**src/sv/vesl_pkg.sv**
```systemverilog
// ----------------------------------------------------------------------------
// vesl_pkg
// Shared widths, constants, command type and helper functions of the velocity
// estimator and slew limiter.
// ----------------------------------------------------------------------------
package vesl_pkg;

	localparam int POS_W_DEF = 32;
	localparam int CH_N      = 5;
	localparam int PWR_N     = 3;
	localparam int DT_W      = 16;
	localparam int SPEED_W   = 32;
	localparam int POWER_W   = 16;
	localparam int RATE_W    = 24;
	localparam int PROD_W    = RATE_W + DT_W;
	localparam int MS_W      = 10;
	localparam int SPD_Q_W   = SPEED_W + 1;
	localparam int STEP_W    = 16;

	localparam int CFG_IDX_W  = 2;
	localparam int CFG_DATA_W = RATE_W;

	localparam logic [CFG_IDX_W-1:0] CFG_DRIVE_EN   = 2'd0;
	localparam logic [CFG_IDX_W-1:0] CFG_DRIVE_RATE = 2'd1;
	localparam logic [CFG_IDX_W-1:0] CFG_TILT_EN    = 2'd2;
	localparam logic [CFG_IDX_W-1:0] CFG_TILT_RATE  = 2'd3;

	localparam logic [DT_W-1:0]           DT_ONE      = 16'd1;
	localparam logic signed [POWER_W-1:0] POWER_LIMIT = 16'sd25600;
	localparam logic [SPEED_W-1:0]        SPEED_MAX   = 32'h7FFF_FFFF;
	localparam logic [SPEED_W-1:0]        SPEED_MIN   = 32'h8000_0000;

	// The slew step is the rate product over 1000, taken as a multiply by a
	// scaled reciprocal. Products at or above STEP_SAT give a step beyond any
	// possible power error, so the step saturates there.
	localparam int STEP_IN_W = 26;
	localparam int RECIP_W   = 27;
	localparam int RECIP_SH  = 36;
	localparam logic [RECIP_W-1:0] STEP_RECIP = 27'd68719477;
	localparam logic [PROD_W-1:0]  STEP_SAT   = 40'd65536000;

	typedef struct packed {
		logic cap;
		logic diff;
		logic scale;
		logic load;
		logic step;
		logic fin;
	} vesl_cmd_t;

	// Number of divider iterations: one per bit of the scaled position change.
	function automatic int iter_count(input int pos_w);
		return pos_w + MS_W;
	endfunction

endpackage

```
**src/sv/vesl_ctrl.sv**
```systemverilog
// ----------------------------------------------------------------------------
// vesl_ctrl
// Sequencer of one tick: capture, difference, scale, divider load, divider
// iterations and result write into the output register.
// ----------------------------------------------------------------------------
module vesl_ctrl #(
	parameter int ITERS = 42
) (
	input  logic                 clk,
	input  logic                 arst_n,
	input  logic                 in_valid,
	output logic                 in_stall,
	output logic                 out_valid,
	input  logic                 out_stall,
	output vesl_pkg::vesl_cmd_t  cmd
);

	localparam int CNT_W = $clog2(ITERS);

	typedef enum logic [5:0] {
		S_IDLE  = 6'b000001,
		S_DIFF  = 6'b000010,
		S_SCALE = 6'b000100,
		S_LOAD  = 6'b001000,
		S_DIV   = 6'b010000,
		S_FIN   = 6'b100000
	} state_t;

	state_t             state_q;
	state_t             state_d;
	logic [CNT_W-1:0]   cnt_q;
	logic               out_valid_q;

	always_comb begin
		cmd      = '0;
		state_d  = state_q;
		in_stall = (state_q != S_IDLE);
		unique case (state_q)
			S_IDLE: begin
				if (in_valid) begin
					cmd.cap = 1'b1;
					state_d = S_DIFF;
				end
			end
			S_DIFF: begin
				cmd.diff = 1'b1;
				state_d  = S_SCALE;
			end
			S_SCALE: begin
				cmd.scale = 1'b1;
				state_d   = S_LOAD;
			end
			S_LOAD: begin
				cmd.load = 1'b1;
				state_d  = S_DIV;
			end
			S_DIV: begin
				cmd.step = 1'b1;
				if (cnt_q == '0) begin
					state_d = S_FIN;
				end
			end
			S_FIN: begin
				if (!out_valid_q || !out_stall) begin
					cmd.fin = 1'b1;
					state_d = S_IDLE;
				end
			end
			default: begin
				state_d = S_IDLE;
			end
		endcase
	end

	always_ff @(posedge clk or negedge arst_n) begin
		if (!arst_n) begin
			state_q     <= S_IDLE;
			cnt_q       <= '0;
			out_valid_q <= 1'b0;
		end else begin
			state_q <= state_d;
			if (cmd.load) begin
				cnt_q <= CNT_W'(ITERS - 1);
			end else if (cmd.step && (cnt_q != '0)) begin
				cnt_q <= cnt_q - 1'b1;
			end
			if (cmd.fin) begin
				out_valid_q <= 1'b1;
			end else if (out_valid_q && !out_stall) begin
				out_valid_q <= 1'b0;
			end
		end
	end

	assign out_valid = out_valid_q;

endmodule

```
**config.mk**
```make
export PLATFORM = sky130hd
export DESIGN_NAME = vesl_ctrl
export DESIGN_NICKNAME = d
export VERILOG_FILES = /design/src/sv/vesl_pkg.sv /design/src/sv/vesl_ctrl.sv
export SDC_FILE = /design/constraint.sdc
export NUM_CORES = 1
export LEC_CHECK = 0
export ABC_AREA = 1
export BUFFER_PORTS_ARGS = -buffer_cell sky130_fd_sc_hd__buf_4
export CORE_MARGIN = 2
export CORE_UTILIZATION = 38
export CTS_CLUSTER_SIZE = 14
export DETAILED_ROUTE_END_ITERATION = 16
export GPL_ROUTABILITY_DRIVEN = 0
export PLACE_DENSITY = 0.66
export SKIP_LAST_GASP = 1
export SLEW_MARGIN = 10
export SYNTH_ARGS = -nofsm -noshare
export SYNTH_HDL_FRONTEND = slang
export SYNTH_SLANG_ARGS = --single-unit
```
**constraint.sdc**
```tcl
create_clock -name clk -period 2.3 [get_ports clk]
set_input_delay 0.345 -clock clk [delete_from_list [all_inputs] [get_ports clk]]
set_output_delay 0.345 -clock clk [all_outputs]
set_load 0.05 [all_outputs]
```
==> impl_metrics.toml, run 1 <==
[status]
outcome = "finished, final reports clean"

[clock_tree]
clockBufferDepth = 2
cts_setup_buffers = 0
cts_tree = "yes"
numCtsBuffers = 3
clk_latency_ns = 0.29
path_clk_slew_ns = 0.08
htree_levels = 1
cts_root_buf = "clkbuf_4"
hold_buffers = 1
cts.repair.resized = 0
clock-sinks = 13

[global_routing]
track_usage_pct = 14.49
antenna_found_initial = 0
grt_max_degree = 14
grt_pass1_vias = 605
grt-ovfl-total = 0
grt_pass1_wl_microns = 2635

[floorplanning]
dieArea_sq_um = 2369
die_w_microns = 48.67
die_h_microns = 48.67
ios = 12
rows = 16
coreArea_sq_um = 1922
start_util_pct = 39.45

[route]
avgRoutedWirePerCell_microns = 10.28
avgViaCountPerCell = 4.685
drc = 0
drt-initial-drc-count = 20
dr.pass1.iters = 4
ant_nets = 0
via_count = 670
wl_microns = 1470

[setup_path]
critPathLaunchType = "register"
endpoint_kind = "output port"
crit_type = "reg2out"
cp.arrival_ns = 1.48
required_ns = 1.96
path_max_fanout = 4

[place]
place_inst = 138
port_buffers = 11
dpl_worst_slack_ns = 0.7951
dp_hpwl_microns = 1092
dpl_cell_area_sq_um = 877.1

[sta]
fin_tns_setup_ns = 0
slew_headroom_pct = 82.97
setup_viol = 0
finClkSkew_ns = 0.002454
final_max_slew_viol_count = 0
rsz0062_at_grt = "no"
fin_ws_ns = 0.4705
tightest_slew_ns = 0.2551
hold_viol = 0
fmax_ghz = 0.5466
period_needed_ns = 1.830
fin_crit_sh_pct = 79.54

[synthesis]
synth_area_leaders = "dfrtp_1 (40%), nand2_1 (10%), nand3_1 (7.9%), inv_1 (7.9%), nor2_1 (5.9%)"
synth.distinct_cells = 18
post-synth-top-area-fraction_pct = 39.60
yosysSeqAreaShare_pct = 43.07
synth_warnings = 0
netlist_instances = 100
synth_area_per_cell_sq_um = 7.582
yosys.area.top_type = "dfrtp_1"
netlist_area_sq_um = 758.2
ys_ff_latch = 13
syn_nets = 106

[power]
power_w = 0.001150
power_density_nw_per_um2 = 1259
max-vdd-ir-drop_v = 0.0005063
power.leakage_nw = 0.5339

[cells_and_area]
final-seq-area_sq_um = 326.6
multi_input_area_sq_um = 359.1
final_cell_count_no_fill = 143
antenna_cells = 0
area_growth_pct = 20.46
drive_gt1_share_pct = 25.86
design_area_sq_um = 913.4
num-nets-final = 123
fillerInstances = 199

[job]
drv_cap = 0

[hold_path]
hp-class = "in2reg"
-- power by group --
group          internal, W  switching (W)  total (W)
Combinational     0.000206       0.000423   0.000628
Clock            0.0000676      0.0000842   0.000152
Sequential        0.000306      0.0000639   0.000370
-- cells in the mapped netlist (all sizes together) --
master,count
xor2,1
ha,2
dfrtp,12
inv,20
dfstp,1
nand2,24
nand3,13
nand4,5
o22ai,1
nor2,18
o21ai,3
-- final cells by class --
| class | count | share of cell area, % |
|---|---|---|
| multi-input cells | 67 | 39.32 |
| repair buffers | 12 | 10.14 |
| inverters | 20 | 8.219 |
| flip-flops and latches | 13 | 35.75 |
| well taps | 27 | 3.699 |
| clock buffers | 4 | 2.877 |
-- state kept, by name, summed over array words and instances (netlist names) --
register   flops
cnt_q          6
state_q        6
out_valid      1
-- final timing paths --
check,start,end,slack (ns),cells past startpoint
hold reg to reg,cnt_q[5]$_DFFE_PN0P_,cnt_q[5]$_DFFE_PN0P_,0.49,2
hold / removal,out_stall,out_valid$_DFFE_PN0P_,0.27,3
min in group asynchronous,arst_n,out_valid$_DFFE_PN0P_,0.42,2
max in group asynchronous,arst_n,state_q[0]$_DFFE_PN1P_,1.64,2
setup / recovery,state_q[0]$_DFFE_PN1P_,cmd[5],0.47,5
setup reg to reg,state_q[1]$_DFFE_PN0P_,state_q[5]$_DFFE_PN0P_,0.95,6
-- metal layers --
metal  GRT usage, %  wire, microns  up-vias  part of all wire, %
li1               -              -      344                    -
met5              0              0        -                    0
met4          5.714             23        0                  1.6
met3          4.630             86        4                  5.9
met1          17.22            640      306                   44
met2          24.20            719       16                   49
-- layout by cell type (no fill, tap or decap), types with 3 or more instances in the layout --
| master | count |
|---|---|
| inv_2 | 4 |
| inv_1 | 16 |
| clkbuf_4 | 3 |
| nor2_4 | 3 |
| nor2_2 | 4 |
| buf_4 | 11 |
| nor2_1 | 11 |
| nand2_1 | 21 |
| nand4_1 | 5 |
| nand3_1 | 12 |
| dfrtp_1 | 12 |
-- critical path, stage by stage (launching register included) --
cell and delay (ns):
dfstp_2 0.57, inv_1 0.04, nor2_1 0.11, nand3_1 0.16, nor2_2 0.11, buf_4 0.20
-- logic make-up after synthesis --
group,count (synthesis),share of synthesized area (%)
xor gates and xnor gates,1,1.155
DFF,13,43.07
and+or+nand+nor,60,39.77
buffers and inverters,20,9.901
AOI/OAI and AO/OA,4,2.805
adders and majority gates,2,3.300
-- through the flow --
stage	util, %	hold slack, ns
after floorplan	-	0.04941
after global placement	45.64	0.2016
after detailed placement	45.64	0.2010
after CTS	47.53	0.2717
after global routing	47.53	0.2721
final	47.53	0.2696
Note: power is estimated with default switching activity, not from simulation.
==> run 2, diff against run 1 <==
Clock period 2.3 ns to 1.9 ns, I/O delays scaled along.
==> impl_metrics.toml, run 2 (same netlist as run 1, synthesis figures left out) <==
[route]
drt-initial-drc-count = 16
dr.pass1.iters = 4
ant_nets = 0
via_count = 663
avgRoutedWirePerCell_microns = 10.04
wl_microns = 1436
avgViaCountPerCell = 4.636
drc = 0

[clock_tree]
cts_tree = "yes"
htree_levels = 1
clk_latency_ns = 0.27
clockBufferDepth = 2
cts_root_buf = "clkbuf_4"
path_clk_slew_ns = 0.08
clock-sinks = 13
numCtsBuffers = 3
cts_setup_buffers = 0

[setup_path]
required_ns = 1.62
r2r-start = "state_q[2]$_DFFE_PN0P_"
path_max_fanout = 4
cp.depth = 5
ff2ff_setup_slack_ns = 0.56
reg2reg_depth = 6
crit_start = "state_q[0]$_DFFE_PN1P_"
critPathMaxStageDelay_ns = 0.57
endpoint = "cmd[5]"
crit_type = "reg2out"
worst-path-buf-inv = 2
endpoint_kind = "output port"
cp.arrival_ns = 1.48
worstPathCellList = "inv_1 -> nor2_1 -> nand3_2 -> nor2_4 -> buf_4"
cp_top_family = "flip-flops"
worstReg2RegEnd = "cnt_q[5]$_DFFE_PN0P_"
slowest_stage = "dfstp_2"
critPathLaunchType = "register"

[sta]
tightest_slew_ns = 0.2521
fin_ws_ns = 0.1331
final_max_slew_viol_count = 0
setup_viol = 0
period_needed_ns = 1.767
rsz0062_at_grt = "no"
fmax_ghz = 0.5660
finClkSkew_ns = 0.003150
fin_crit_sh_pct = 93.00
hold_slack_ns = 0.2300
fin_tns_setup_ns = 0
hold_viol = 0
slew_headroom_pct = 83.18

[global_routing]
grt_pass1_wl_microns = 2546
grt-ovfl-total = 0
grt_max_degree = 14
track_usage_pct = 13.98
antenna_found_initial = 0
grt_pass1_vias = 593

[floorplanning]
rows = 16
die_h_microns = 48.67
coreArea_sq_um = 1922
dieArea_sq_um = 2369
start_util_pct = 39.45
ios = 12
die_w_microns = 48.67

[cells_and_area]
antenna_cells = 0
fillerInstances = 195
final_common_cell = "nand2_1"
drive_gt1_share_pct = 26.72
mostFrequentLayoutCells = "nand2_1 (21), inv_1 (16), dfrtp_1 (12)"
area_growth_pct = 21.78
num-nets-final = 123

[place]
port_buffers = 11
dpl_worst_slack_ns = 0.4250
dp_hpwl_microns = 1108

[hold_path]
hp-class = "in2reg"
holdPathStages = 3

[power]
power.leakage_nw = 0.5375
max-vdd-ir-drop_v = 0.0006063
power_density_nw_per_um2 = 1518
power_w = 0.001401

[job]
drv_cap = 0

[status]
outcome = "finished, final reports clean"
## run 2: cell count changes in the layout (fill, tap and decap cells not counted)
cell | previous run | this run
nor2_2 | 4 | 3
nand3_1 | 12 | 11
nand3_2 | 1 | 2
nor2_4 | 3 | 4
## run 2: worst min path at each step
stage / startpoint / to / slack (ns)
finish: out_stall / out_valid$_DFFE_PN0P_ / 0.23
global route: out_stall / out_valid$_DFFE_PN0P_ / 0.22
CTS: out_stall / out_valid$_DFFE_PN0P_ / 0.22
detailed placement: arst_n / state_q[3]$_DFFE_PN0P_ / 0.14
global placement: arst_n / state_q[3]$_DFFE_PN0P_ / 0.14
floorplan: arst_n / cnt_q[0]$_DFFE_PN0P_ / -0.01
## run 2: what timing repair did
action                                 in CTS  in global routing
endpoints found under the hold margin      12                  0
resized for setup                           0                  0
hold buffers                                1                  0
## run 2: layout make-up
cell class	instances	area [sq um]	area share, %
inverter	20	75.07	8.130
timing repair buffer	12	92.59	10.03
tap	27	33.78	3.659
sequential	13	326.6	35.37
multi-input combinational	67	369.1	39.97
clock buffer	4	26.28	2.846
## run 2: metal layers
| layer | up-vias | track usage [%] | wire length [microns] | part of all wire (%) |
|---|---|---|---|---|
| met4 | 0 | 6.190 | 25 | 1.7 |
| met3 | 2 | 4.630 | 71 | 4.9 |
| met5 | - | 0 | 0 | 0 |
| met1 | 296 | 18.63 | 657 | 46 |
| met2 | 19 | 20.55 | 683 | 48 |
| li1 | 346 | - | - | - |
## run 2: stage by stage
stage	instance area, sq um	instances	utilization (%)
2_1_floorplan	770.7	100	-
3_3_place_gp	887.1	138	46.16
3_5_place_dp	887.1	138	46.16
4_1_cts	923.4	143	48.05
5_1_grt	923.4	143	48.05
6_report	923.4	143	48.05
## run 2: power breakdown
part	leakage [nW]	internal, W	switching [W]	total [W]
logic	0.350	0.000257	0.000531	0.000788
registers	0.172	0.000370	0.0000725	0.000443
clock network	0.0150	0.0000814	0.0000893	0.000171
total	0.538	0.000708	0.000693	0.00140
## run 2: worst min-delay path: stages
cell	delay [ns]
buf_4	0.08
nand2_1	0.05
nand2_1	0.06
==> run 3, diff against run 2 <==
Settings changed: RECOVER_POWER set to 25.
==> impl_metrics.toml, run 3 (same netlist as run 1, synthesis figures left out) <==
[setup_path]
reg2reg_depth = 6
cp.arrival_ns = 1.49
slowest_stage = "dfstp_2"
r2r-start = "state_q[2]$_DFFE_PN0P_"
endpoint_kind = "output port"
worstPathCellList = "inv_1 -> nor2_1 -> nand3_2 -> nor2_4 -> buf_4"
required_ns = 1.62
worstReg2RegEnd = "cnt_q[5]$_DFFE_PN0P_"
critPathMaxStageDelay_ns = 0.57
path_max_fanout = 4
crit_type = "reg2out"
ff2ff_setup_slack_ns = 0.56
critPathLaunchType = "register"

[power]
power_density_nw_per_um2 = 1526
switchingPower_w = 0.0006962
sequentialPowerShare_pct = 31.5
intPower_w = 0.0007072
power.leakage_nw = 0.5339
max-vdd-ir-drop_v = 0.0006087
power_w = 0.001403
combinationalPowerShare_pct = 56.1
pwr-share-clk_pct = 12.4
switching_share_pct = 49.61

[floorplanning]
coreArea_sq_um = 1922
dieArea_sq_um = 2369
die_h_microns = 48.67
start_util_pct = 39.45
rows = 16
ios = 12
die_w_microns = 48.67

[route]
wl_microns = 1454
ant_nets = 0
avgRoutedWirePerCell_microns = 10.17
drt-initial-drc-count = 17
dr.pass1.iters = 4
via_count = 661
drc = 0
avgViaCountPerCell = 4.622

[clock_tree]
cts.repair.resized = 0
clockBufferDepth = 2
cts_setup_buffers = 0
cts_tree = "yes"
numCtsBuffers = 3
path_clk_slew_ns = 0.08
clock-sinks = 13
clk_latency_ns = 0.28
hold_buffers = 1
cts_root_buf = "clkbuf_4"
htree_levels = 1

[cells_and_area]
area_growth_pct = 21.29
num-nets-final = 123
mostFrequentLayoutCells = "nand2_1 (21), inv_1 (16), dfrtp_1 (12)"
antenna_cells = 0
final_common_cell = "nand2_1"
drive_gt1_share_pct = 25.86
fillerInstances = 197

[global_routing]
antenna_found_initial = 0
grt_pass1_wl_microns = 2546
grt-ovfl-total = 0
grt_pass1_vias = 593
track_usage_pct = 13.98
grt_max_degree = 14

[sta]
fin_ws_ns = 0.1280
hold_viol = 0
hold_slack_ns = 0.2257
finClkSkew_ns = 0.005853
fmax_ghz = 0.5643
slew_headroom_pct = 52.05
final_max_slew_viol_count = 0
period_needed_ns = 1.772
tightest_slew_ns = 0.7193
setup_viol = 0
fin_tns_setup_ns = 0
rsz0062_at_grt = "no"
fin_crit_sh_pct = 93.26

[place]
dp_hpwl_microns = 1108
dpl_worst_slack_ns = 0.4250
port_buffers = 11

[hold_path]
hp-class = "in2reg"
holdPathStages = 3
hold_start = "out_stall"
hold_end = "out_valid$_DFFE_PN0P_"

[status]
outcome = "finished, final reports clean"

[job]
drv_cap = 0
run 3: per-layer routing:
layer / GRT usage (%) / share of wire, % / up-vias
met5: 0 / 0 / -
met2: 20.55 / 47 / 17
met4: 6.190 / 1.7 / 0
li1: - / - / 346
met1: 18.63 / 47 / 296
met3: 4.630 / 4.5 / 2
run 3: worst max-delay path by stage:
stage / start / end / slack (ns) / depth (start not counted)
final: state_q[0]$_DFFE_PN1P_ / cmd[5] / 0.13 / 5
after CTS: state_q[0]$_DFFE_PN1P_ / cmd[5] / 0.11 / 5
after global placement: state_q[0]$_DFFE_PN1P_ / cmd[5] / 0.44 / 5
after global routing: state_q[0]$_DFFE_PN1P_ / cmd[5] / 0.03 / 5
after floorplan: state_q[0]$_DFFE_PN1P_ / cmd[5] / 0.20 / 4
after detailed placement: state_q[0]$_DFFE_PN1P_ / cmd[5] / 0.43 / 5
run 3: through the flow:
step | instance area, sq um | util, % | std cells
6_report | 919.6 | 47.85 | 143
2_1_floorplan | 770.7 | - | 100
4_1_cts | 923.4 | 48.05 | 143
3_5_place_dp | 887.1 | 46.16 | 138
3_3_place_gp | 887.1 | 46.16 | 138
5_1_grt | 919.6 | 47.85 | 143
run 3: area by class of cell:
class,instances,area (sq um),area share [%]
Clock buffer,4,26.28,2.857
Timing Repair Buffer,12,88.84,9.660
Sequential cell,13,326.6,35.51
Tap cell,27,33.78,3.673
Inverter,20,75.07,8.163
Multi-Input combinational cell,67,369.1,40.14
run 3: power by group through the flow:
stage          Combinational, W  Sequential [W]  Clock, W
3_5_place_dp           0.000784        0.000448         0
5_1_grt                0.000878        0.000455  0.000197
2_1_floorplan          0.000620        0.000441         0
4_1_cts                0.000788        0.000442  0.000181
3_3_place_gp           0.000768        0.000446         0
6_report               0.000787        0.000443  0.000174
run 3: critical path: cells and delay by family (launching register included):
kind / cells / cell delay, ns
flip-flops: 1 / 0.57
AND/OR/NAND/NOR: 3 / 0.40
buffers and inverters: 2 / 0.24
